===== src/rtl/lvr_pkg.sv =====
// ---------------------------------------------------------------------------
// lvr_pkg
// Shared types, constants and elaboration-time functions of the log volume
// ramp: controller/datapath command and status bundles, exponent constants.
// ---------------------------------------------------------------------------
package lvr_pkg;

	localparam logic [15:0] SCALE_DEFAULT = 16'd1163;
	localparam int          LOG2_TEN_Q16  = 217706;   // log2(10) in Q16
	localparam logic [23:0] GAIN_MAX      = 24'hFFFFFF;
	localparam int          EXP_BITS      = 16;       // fraction bits of the octave exponent
	localparam int          KW            = $clog2(EXP_BITS);
	localparam int          MANT_FRAC     = 30;       // mantissa is Q30

	// controller -> datapath
	typedef struct packed {
		logic load_in;    // tick accepted: step tracked setting
		logic do_mul1;    // delta * scale
		logic do_mul2;    // * log2(10), seed mantissa
		logic do_iter;    // one mantissa root step
		logic do_final;   // shift, round, saturate into gain register
		logic load_out;   // copy result into output register
	} lvr_cmd_t;

	// datapath -> controller
	typedef struct packed {
		logic moved;      // incoming target differs from tracked setting
		logic iter_last;  // last mantissa step in progress
	} lvr_stat_t;

	// integer square root, bit-by-bit scheme
	function automatic logic [63:0] isqrt64(input logic [63:0] v_in);
		logic [63:0] v;
		logic [63:0] res;
		logic [63:0] b;
		v   = v_in;
		res = 64'd0;
		b   = 64'd1 << 62;
		for (int i = 0; i < 32; i++) begin
			if (b > v) begin
				b = b >> 2;
			end
		end
		for (int i = 0; i < 32; i++) begin
			if (b != 64'd0) begin
				if (v >= res + b) begin
					v   = v - (res + b);
					res = (res >> 1) + b;
				end else begin
					res = res >> 1;
				end
				b = b >> 2;
			end
		end
		return res;
	endfunction

	// 2^(2^-(k+1)) in Q30, k = 0 for the top exponent fraction bit
	function automatic logic [30:0] root_q30(input int k);
		logic [63:0] r;
		r = isqrt64(64'd1 << 61);
		for (int j = 1; j < EXP_BITS; j++) begin
			if (j <= k) begin
				r = isqrt64(r << 30);
			end
		end
		return r[30:0];
	endfunction

	// 1.0 at the given number of fraction bits, clipped to the 24-bit field
	function automatic logic [23:0] unity_gain(input int frac_bits);
		logic [24:0] u;
		u = 25'd1 << frac_bits;
		return (u > {1'b0, GAIN_MAX}) ? GAIN_MAX : u[23:0];
	endfunction

endpackage


===== src/rtl/lvr_ctrl.sv =====
// ---------------------------------------------------------------------------
// lvr_ctrl
// Sequencer of the volume ramp: accepts a tick, runs the exponent steps
// when the setting moves, and hands the result to the output register.
// ---------------------------------------------------------------------------
module lvr_ctrl (
	input  logic              clk,
	input  logic              arst_n,
	input  logic              in_valid,
	output logic              in_ready,
	output logic              out_valid,
	input  logic              out_ready,
	input  lvr_pkg::lvr_stat_t stat,
	output lvr_pkg::lvr_cmd_t  cmd
);
	import lvr_pkg::*;

	localparam logic [2:0] S_IDLE  = 3'd0;
	localparam logic [2:0] S_MUL1  = 3'd1;
	localparam logic [2:0] S_MUL2  = 3'd2;
	localparam logic [2:0] S_ITER  = 3'd3;
	localparam logic [2:0] S_FINAL = 3'd4;
	localparam logic [2:0] S_EMIT  = 3'd5;

	logic [2:0] state_q;
	logic [2:0] state_d;
	logic       out_valid_q;
	logic       out_free;

	assign out_free  = !out_valid_q || out_ready;
	assign in_ready  = (state_q == S_IDLE);
	assign out_valid = out_valid_q;

	always_comb begin
		state_d = state_q;
		cmd     = '0;
		case (state_q)
			S_IDLE: begin
				if (in_valid) begin
					cmd.load_in = 1'b1;
					state_d     = stat.moved ? S_MUL1 : S_EMIT;
				end
			end
			S_MUL1: begin
				cmd.do_mul1 = 1'b1;
				state_d     = S_MUL2;
			end
			S_MUL2: begin
				cmd.do_mul2 = 1'b1;
				state_d     = S_ITER;
			end
			S_ITER: begin
				cmd.do_iter = 1'b1;
				if (stat.iter_last) begin
					state_d = S_FINAL;
				end
			end
			S_FINAL: begin
				cmd.do_final = 1'b1;
				state_d      = S_EMIT;
			end
			S_EMIT: begin
				if (out_free) begin
					cmd.load_out = 1'b1;
					state_d      = S_IDLE;
				end
			end
			default: begin
				state_d = S_IDLE;
			end
		endcase
	end

	always_ff @(posedge clk or negedge arst_n) begin
		if (!arst_n) begin
			state_q     <= S_IDLE;
			out_valid_q <= 1'b0;
		end else begin
			state_q <= state_d;
			if (cmd.load_out) begin
				out_valid_q <= 1'b1;
			end else if (out_ready) begin
				out_valid_q <= 1'b0;
			end
		end
	end

endmodule


===== src/rtl/lvr_datapath.sv =====
// ---------------------------------------------------------------------------
// lvr_datapath
// Tracked setting, scale register, exponent multipliers, shared mantissa
// multiplier with root table, final shift/round/saturate, output register.
// ---------------------------------------------------------------------------
module lvr_datapath #(
	parameter int GAIN_FRAC_BITS = 16,
	parameter int UNITY_SETTING  = 127
) (
	input  logic               clk,
	input  logic               arst_n,
	input  lvr_pkg::lvr_cmd_t  cmd,
	output lvr_pkg::lvr_stat_t stat,
	input  logic               cfg_we,
	input  logic [15:0]        cfg_data,
	input  logic [7:0]         target_volume,
	output logic [23:0]        gain,
	output logic [7:0]         tracked_volume,
	output logic               gain_changed
);
	import lvr_pkg::*;

	localparam int          SHIFT_OFS  = GAIN_FRAC_BITS - MANT_FRAC;
	localparam logic [23:0] UNITY_GAIN = unity_gain(GAIN_FRAC_BITS);

	logic [7:0]         tracked_q;
	logic [23:0]        gain_q;
	logic               changed_q;
	logic [15:0]        scale_q;
	logic signed [26:0] prod_q;
	logic signed [45:0] y_q;
	logic [31:0]        p_q;
	logic [KW-1:0]      k_q;
	logic [23:0]        gain_o_q;
	logic [7:0]         tracked_o_q;
	logic               changed_o_q;

	logic [30:0]        root_tab [EXP_BITS];
	logic [30:0]        root_sel;
	logic signed [9:0]  delta;
	logic signed [16:0] scale_eff;
	logic [62:0]        mprod;
	logic [62:0]        mround;
	logic [15:0]        frac;
	logic signed [13:0] shift_s;
	logic signed [13:0] shift_r;
	logic [5:0]         sh;
	logic [33:0]        g_rnd;
	logic [33:0]        g_sh;
	logic [23:0]        gain_next;

	for (genvar i = 0; i < EXP_BITS; i++) begin : g_root
		localparam logic [30:0] ROOT = root_q30(i);
		assign root_tab[i] = ROOT;
	end

	assign stat.moved     = (target_volume != tracked_q);
	assign stat.iter_last = (k_q == KW'(EXP_BITS - 1));

	assign delta     = $signed({2'b00, tracked_q}) - $signed(10'(UNITY_SETTING));
	assign scale_eff = $signed({1'b0, (scale_q == 16'd0) ? SCALE_DEFAULT : scale_q});

	// one root step per cycle, top fraction bit first
	assign frac     = y_q[31:16];
	assign root_sel = root_tab[k_q];
	assign mprod    = 63'(p_q) * 63'(root_sel);
	assign mround   = mprod + (63'd1 << (MANT_FRAC - 1));

	// gain = p * 2^(n + frac_bits - 30), n = integer octaves
	assign shift_s = y_q[45:32] + 14'(SHIFT_OFS);
	assign shift_r = -shift_s;
	assign sh      = shift_r[5:0];
	assign g_rnd   = {2'b00, p_q} + (34'd1 << (sh - 6'd1));
	assign g_sh    = g_rnd >> sh;

	always_comb begin
		if (shift_s >= 14'sd0) begin
			gain_next = GAIN_MAX;
		end else if (shift_r >= 14'sd34) begin
			gain_next = 24'd0;    // every bit shifted out
		end else if (g_sh > {10'd0, GAIN_MAX}) begin
			gain_next = GAIN_MAX;
		end else begin
			gain_next = g_sh[23:0];
		end
	end

	always_ff @(posedge clk or negedge arst_n) begin
		if (!arst_n) begin
			tracked_q <= 8'(UNITY_SETTING);
			gain_q    <= UNITY_GAIN;
			changed_q <= 1'b0;
			scale_q   <= SCALE_DEFAULT;
		end else begin
			if (cfg_we) begin
				scale_q <= cfg_data;
			end
			if (cmd.load_in) begin
				changed_q <= stat.moved;
				if (target_volume > tracked_q) begin
					tracked_q <= tracked_q + 8'd1;
				end else if (target_volume < tracked_q) begin
					tracked_q <= tracked_q - 8'd1;
				end
			end
			if (cmd.do_final) begin
				gain_q <= gain_next;
			end
		end
	end

	always_ff @(posedge clk) begin
		if (cmd.do_mul1) begin
			prod_q <= 27'(delta) * 27'(scale_eff);
		end
		if (cmd.do_mul2) begin
			y_q <= 46'(prod_q) * $signed(46'(LOG2_TEN_Q16));
			p_q <= 32'd1 << MANT_FRAC;
			k_q <= '0;
		end
		if (cmd.do_iter) begin
			if (frac[~k_q]) begin
				p_q <= mround[61:30];
			end
			k_q <= k_q + KW'(1);
		end
		if (cmd.load_out) begin
			gain_o_q    <= gain_q;
			tracked_o_q <= tracked_q;
			changed_o_q <= changed_q;
		end
	end

	assign gain           = gain_o_q;
	assign tracked_volume = tracked_o_q;
	assign gain_changed   = changed_o_q;

endmodule


===== src/rtl/log_volume_ramp_core.sv =====
// ---------------------------------------------------------------------------
// log_volume_ramp_core
// Logarithmic volume ramp: one tracked step per sample tick, gain computed
// as a power of ten of the tracked setting, delivered as unsigned fixed point.
// ---------------------------------------------------------------------------
// Each input transaction is one sample tick carrying the requested volume.
// The tracked setting steps by one toward it; when it moves, the gain is
// rebuilt as 10^((tracked - UNITY_SETTING) * step_scale), step_scale in Q0.16
// decades per step (0 selects 1163), and every tick returns one output
// transaction with gain, tracked setting and a changed flag. A tick that
// does not move the setting goes from acceptance straight to the output
// load; a tick that moves it runs two multiply steps for the exponent,
// 16 mantissa steps through one shared 32x31 multiplier and root table (one
// exponent fraction bit per cycle), one shift/round/saturate step and the
// output load. A new tick is accepted as soon as the sequencer is back in
// idle, even while the previous result still waits in the output register.
// step_scale writes are always taken and apply from the next move onward.
// ---------------------------------------------------------------------------
module log_volume_ramp_core #(
	parameter int GAIN_FRAC_BITS = 16,   // fraction bits of gain, 8..24
	parameter int UNITY_SETTING  = 127   // setting with unity gain, 1..254
) (
	input  logic        clk,
	input  logic        arst_n,
	// tick input
	input  logic        in_valid,
	output logic        in_ready,
	input  logic [7:0]  target_volume,
	// result output
	output logic        out_valid,
	input  logic        out_ready,
	output logic [23:0] gain,
	output logic [7:0]  tracked_volume,
	output logic        gain_changed,
	// step_scale register write
	input  logic        cfg_valid,
	output logic        cfg_ready,
	input  logic [15:0] step_scale
);
	import lvr_pkg::*;

	localparam logic [23:0] UNITY_GAIN = unity_gain(GAIN_FRAC_BITS);

	lvr_cmd_t  cmd;
	lvr_stat_t stat;

	// register write never stalls
	assign cfg_ready = 1'b1;

	lvr_ctrl u_ctrl (
		.clk       (clk),
		.arst_n    (arst_n),
		.in_valid  (in_valid),
		.in_ready  (in_ready),
		.out_valid (out_valid),
		.out_ready (out_ready),
		.stat      (stat),
		.cmd       (cmd)
	);

	lvr_datapath #(
		.GAIN_FRAC_BITS (GAIN_FRAC_BITS),
		.UNITY_SETTING  (UNITY_SETTING)
	) u_dp (
		.clk            (clk),
		.arst_n         (arst_n),
		.cmd            (cmd),
		.stat           (stat),
		.cfg_we         (cfg_valid && cfg_ready),
		.cfg_data       (step_scale),
		.target_volume  (target_volume),
		.gain           (gain),
		.tracked_volume (tracked_volume),
		.gain_changed   (gain_changed)
	);

	// an accepted tick leaves the sequencer busy in the next cycle
	a_busy_after_accept: assert property (@(posedge clk) disable iff (!arst_n)
		(in_valid && in_ready) |=> !in_ready)
		else $error("input accepted twice in a row");

	// moving back onto the unity setting must rebuild exactly unity gain
	a_unity_gain: assert property (@(posedge clk) disable iff (!arst_n)
		(out_valid && gain_changed && tracked_volume == 8'(UNITY_SETTING))
		|-> (gain == UNITY_GAIN))
		else $error("gain at unity setting is not unity");

	// only the controller's idle state takes ticks, so no exponent or mantissa step then
	a_no_iter_idle: assert property (@(posedge clk) disable iff (!arst_n)
		in_ready |-> !(cmd.do_iter || cmd.do_final || cmd.do_mul1 || cmd.do_mul2))
		else $error("datapath command while idle");

endmodule


===== config.mk =====
export PLATFORM = sky130hd
export DESIGN_NAME = log_volume_ramp_core
export DESIGN_NICKNAME = d
export VERILOG_FILES = /design/src/rtl/lvr_pkg.sv /design/src/rtl/lvr_ctrl.sv /design/src/rtl/lvr_datapath.sv /design/src/rtl/log_volume_ramp_core.sv
export SDC_FILE = /design/constraint.sdc
export NUM_CORES = 2
export LEC_CHECK = 0
export BUFFER_PORTS_ARGS = -buffer_cell sky130_fd_sc_hd__buf_2
export CAP_MARGIN = 10
export CORE_ASPECT_RATIO = 1.5
export CORE_MARGIN = 2
export CORE_UTILIZATION = 55
export CTS_BUF_LIST = sky130_fd_sc_hd__clkbuf_8
export DETAILED_ROUTE_END_ITERATION = 10
export GPL_TIMING_DRIVEN = 0
export PLACE_DENSITY_LB_ADDON = 0.12
export SYNTH_ARGS = -nofsm -noshare
export SYNTH_HDL_FRONTEND = slang
export SYNTH_SLANG_ARGS = --single-unit

===== constraint.sdc =====
create_clock -name clk -period 22.4 [get_ports clk]
set_input_delay 2.24 -clock clk [delete_from_list [all_inputs] [get_ports clk]]
set_output_delay 2.24 -clock clk [all_outputs]
set_load 0.1 [all_outputs]

==> metrics.md <==
| Metric | Value |
|---|---|
| CTS Sinks | 178 |
| H-tree lvl count | 4 |
| Vias in the first global route | 47,200 |
| Post-cts resize count | 0 |
| Routed WL | 193 mm |
| Max-cap violations | 0 |
| Max Slew Vio Count | 0 |
| Final Skew | 26.7 ps |
| CP max stage delay | 1050 ps |
| CP max-delay cell | o21ai_0 |
| Sequential-to-total area share from yosys stat | 8.60% |
| Status | finished, final reports clean |
| Max clock buf depth | 2 |
| Clk root buf | clkbuf_8 |
| NumNets Final | 7,931 |
| GRT Total Usage | 38.6% |
| Post-synth EDFFs | 93 |
| Yosys cell types | 94 |
| Clock latency on the worst-skew pair | 590 ps |
| Vias | 43,200 |
| Reg clk slew, reported paths | 120 ps |
| Die area | 104,000 um^2 |
| Gp weighted congestion | 1.06 |
| Critical path buffers and inverters | 8 |
| Die width | 263 um |
| Ys Warns | 0 |
| Largest net degree at the start of global routing | 54 |
| Post-route ant nets | 0 |
| Final hold vios | 0 |
| Fin Setup TNS | 0 ps |
| Most Frequent Cell on Critical Path | fa_1 |
| # hold bufs at CTS | 0 |
| Fmax | 70.8 MHz |
| Post-synth ARST share | 29.8% |
| Die Ht | 393 um |
| Critical-path maximum fanout | 10 |
| Core region area | 100,000 um^2 |
| Nature of the critical path startpoint | flop |
| # setup viols final | 0 |
| Synth Cell Area | 55,600 um^2 |
| Post-Syn Nets | 7,840 |
| Initial Utilization | 55.5% |
| Cell family with most CP delay | compound AO/OA/AOI/OAI gates |
| DP HPWL | 164 mm |
| GRT Residual Overflow | 0 |
| RSZ-0062 raised after global routing | false |
| Fin crit share | 63.0% |
| First-pass GRT wire length | 290 mm |
| CTS tree | done |
| Min Tclk post-route | 14,120 ps |
| CP endpoint kind | flop |
| Drt pass-1 iters | 6 |
| Drt via density | 5.74 |
| CP Class | flop to flop |
| Initial antenna violation count | 7 |
| DRT iter0 DRCs | 2,564 |
| Layout area overhead | 4.59% |
| Remaining routing DRC violations | 0 |
| CP Data Required Time | 22,840 ps |
| Yosys reg bits | 178 |
| Row cnt | 142 |
| Post-CTS Setup Bufs | 0 |
| Ports | 65 |
| Wire per inst | 25.7 um |
| Layout cells sized above 1 | 3.64% |
| PortBufs | 62 |
| Most common cell after layout, fill and taps aside | inv_1 |
| Syn Inst Count | 6,106 |
| Most frequent cells in the layout | inv_1 (1,395), fa_1 (1,093), nand2_1 (613) |
| Primary FF master, synth | edfxtp_1 |
| Worst hold path type | flop to flop |
| Worst-margin pin slew | 1370 ps |
| CTS buffer count | 17 |
| Syn Area/Cell | 9.10 um^2 |
| Worst Path Arrival | 14,550 ps |
| Relative slew slack | 7.70% |
-- worst paths after layout --
kind,slack [ps],start,cells after the start,endpoint
worst max-delay path,8280,u_dp.k_q[1],33,u_dp.p_q[29]
worst min-delay path,450,u_dp.changed_q,0,u_dp.gain_changed
worst max register to register,8280,u_dp.k_q[1],33,u_dp.p_q[29]
worst min register to register,450,u_dp.changed_q,0,u_dp.gain_changed
max in group asynchronous,20080,arst_n,2,u_dp.tracked_q[6]
min in group asynchronous,1660,arst_n,1,u_dp.gain_q[15]
-- cells in the mapped netlist, drive strengths merged (6+ instances only) --
cell type     n  area share [%]
a2111oi       8            0.18
a211oi       30            0.41
a21boi        6           0.081
a21o         46            0.62
a21oi       183             1.7
a22oi        10            0.14
a311oi        6           0.095
a31o          7            0.11
a31oi        26            0.29
and2        541             6.1
and3         24            0.27
buf          26            0.21
clkbuf      259             1.8
dfrtp        40             1.8
dfstp        13            0.61
dfxtp        32             1.2
edfxtp       93             5.0
fa         1093              39
ha          612              14
inv        1395             9.4
mux2         33            0.67
mux2i        41            0.74
mux4         11            0.45
nand2       613             4.1
nand2b       43            0.48
nand3        66            0.59
nand4        17            0.19
nor2        185             1.3
nor2b        58            0.65
nor3         61            0.58
nor4         20            0.23
o2111ai       8            0.13
o211ai       22            0.32
o21a         24            0.32
o21ai       130             1.2
o21bai       12            0.16
o22ai         9            0.10
o31a          6           0.095
o31ai        16            0.24
or2          16            0.18
or3          14            0.16
xnor2       116             1.8
xor2         55            0.88
-- final cells by class --
cell class / count / area [um^2]
Multi-Input combinational cell: 4243 / 44500
Fill cell: 9273 / 41900
Inverter: 1400 / 5260
Sequential cell: 178 / 4780
Tap cell: 1296 / 1620
Buffer: 285 / 1090
Timing Repair Buffer: 72 / 430
Clock buffer: 17 / 234
Clock inverter: 15 / 203
Antenna cell: 11 / 27.5
-- flip-flops by register name, indices dropped and copies added, names as in the netlist --
signal               flops
u_dp.k_q                 4
u_dp.gain               24
u_ctrl.state_q           3
u_dp.p_q                32
u_dp.gain_q             24
u_dp.changed_q           1
u_dp.tracked_volume      8
u_ctrl.out_valid         1
u_dp.tracked_q           8
u_dp.scale_q            16
u_dp.y_q                30
u_dp.prod_q             26
u_dp.gain_changed        1
-- metrics by stage --
step | setup WS, ps | util [%] | std cells | hold WS, ps | instance area [um^2]
floorplan | 13280 | - | 6106 | 416 | 55600
global placement | 6300 | 57.5 | 7464 | 430 | 57500
detailed placement | 8560 | 57.6 | 7471 | 435 | 57600
CTS | 8510 | 58.0 | 7503 | 458 | 58000
global route | 8130 | 58.1 | 7507 | 477 | 58100
finish | 8280 | 58.1 | 7517 | 452 | 58100
-- worst reg2reg max path, delay by kind of cell (launching register included) --
family | cells | cell delay [ps]
DFF | 1 | 890
and+or+nand+nor | 5 | 1150
buffers and inverters | 8 | 2190
adders and majority gates | 10 | 4730
AOI/OAI and AO/OA | 10 | 5040
-- logic make-up (layout without fill, tap and decap cells) --
family / after synthesis / in the layout / synth area share (%)
fa+ha+maj: 1705 / 1705 / 53.2
compound gates: 603 / 603 / 7.07
simple gates: 1677 / 1677 / 15.1
buf+inv: 1685 / 1789 / 11.4
other cells: 1 / 12 / 0.00675
mux: 85 / 85 / 1.85
flops: 178 / 178 / 8.60
xor+xnor: 172 / 172 / 2.76
-- layer usage --
layer / share of wire [%] / up-vias / routed length, um / track usage (%)
met2: 52 / 1642 / 99900 / 70.5
met3: 5.5 / 759 / 10600 / 6.21
met1: 31 / 21900 / 59500 / 36.5
met5: 0 / - / 0 / 0
met4: 12 / 0 / 23300 / 37.5
li1: - / 18900 / - / -
Power is not shown: default switching activity piles up to over one toggle a cycle in this logic, so the estimate is an artifact.
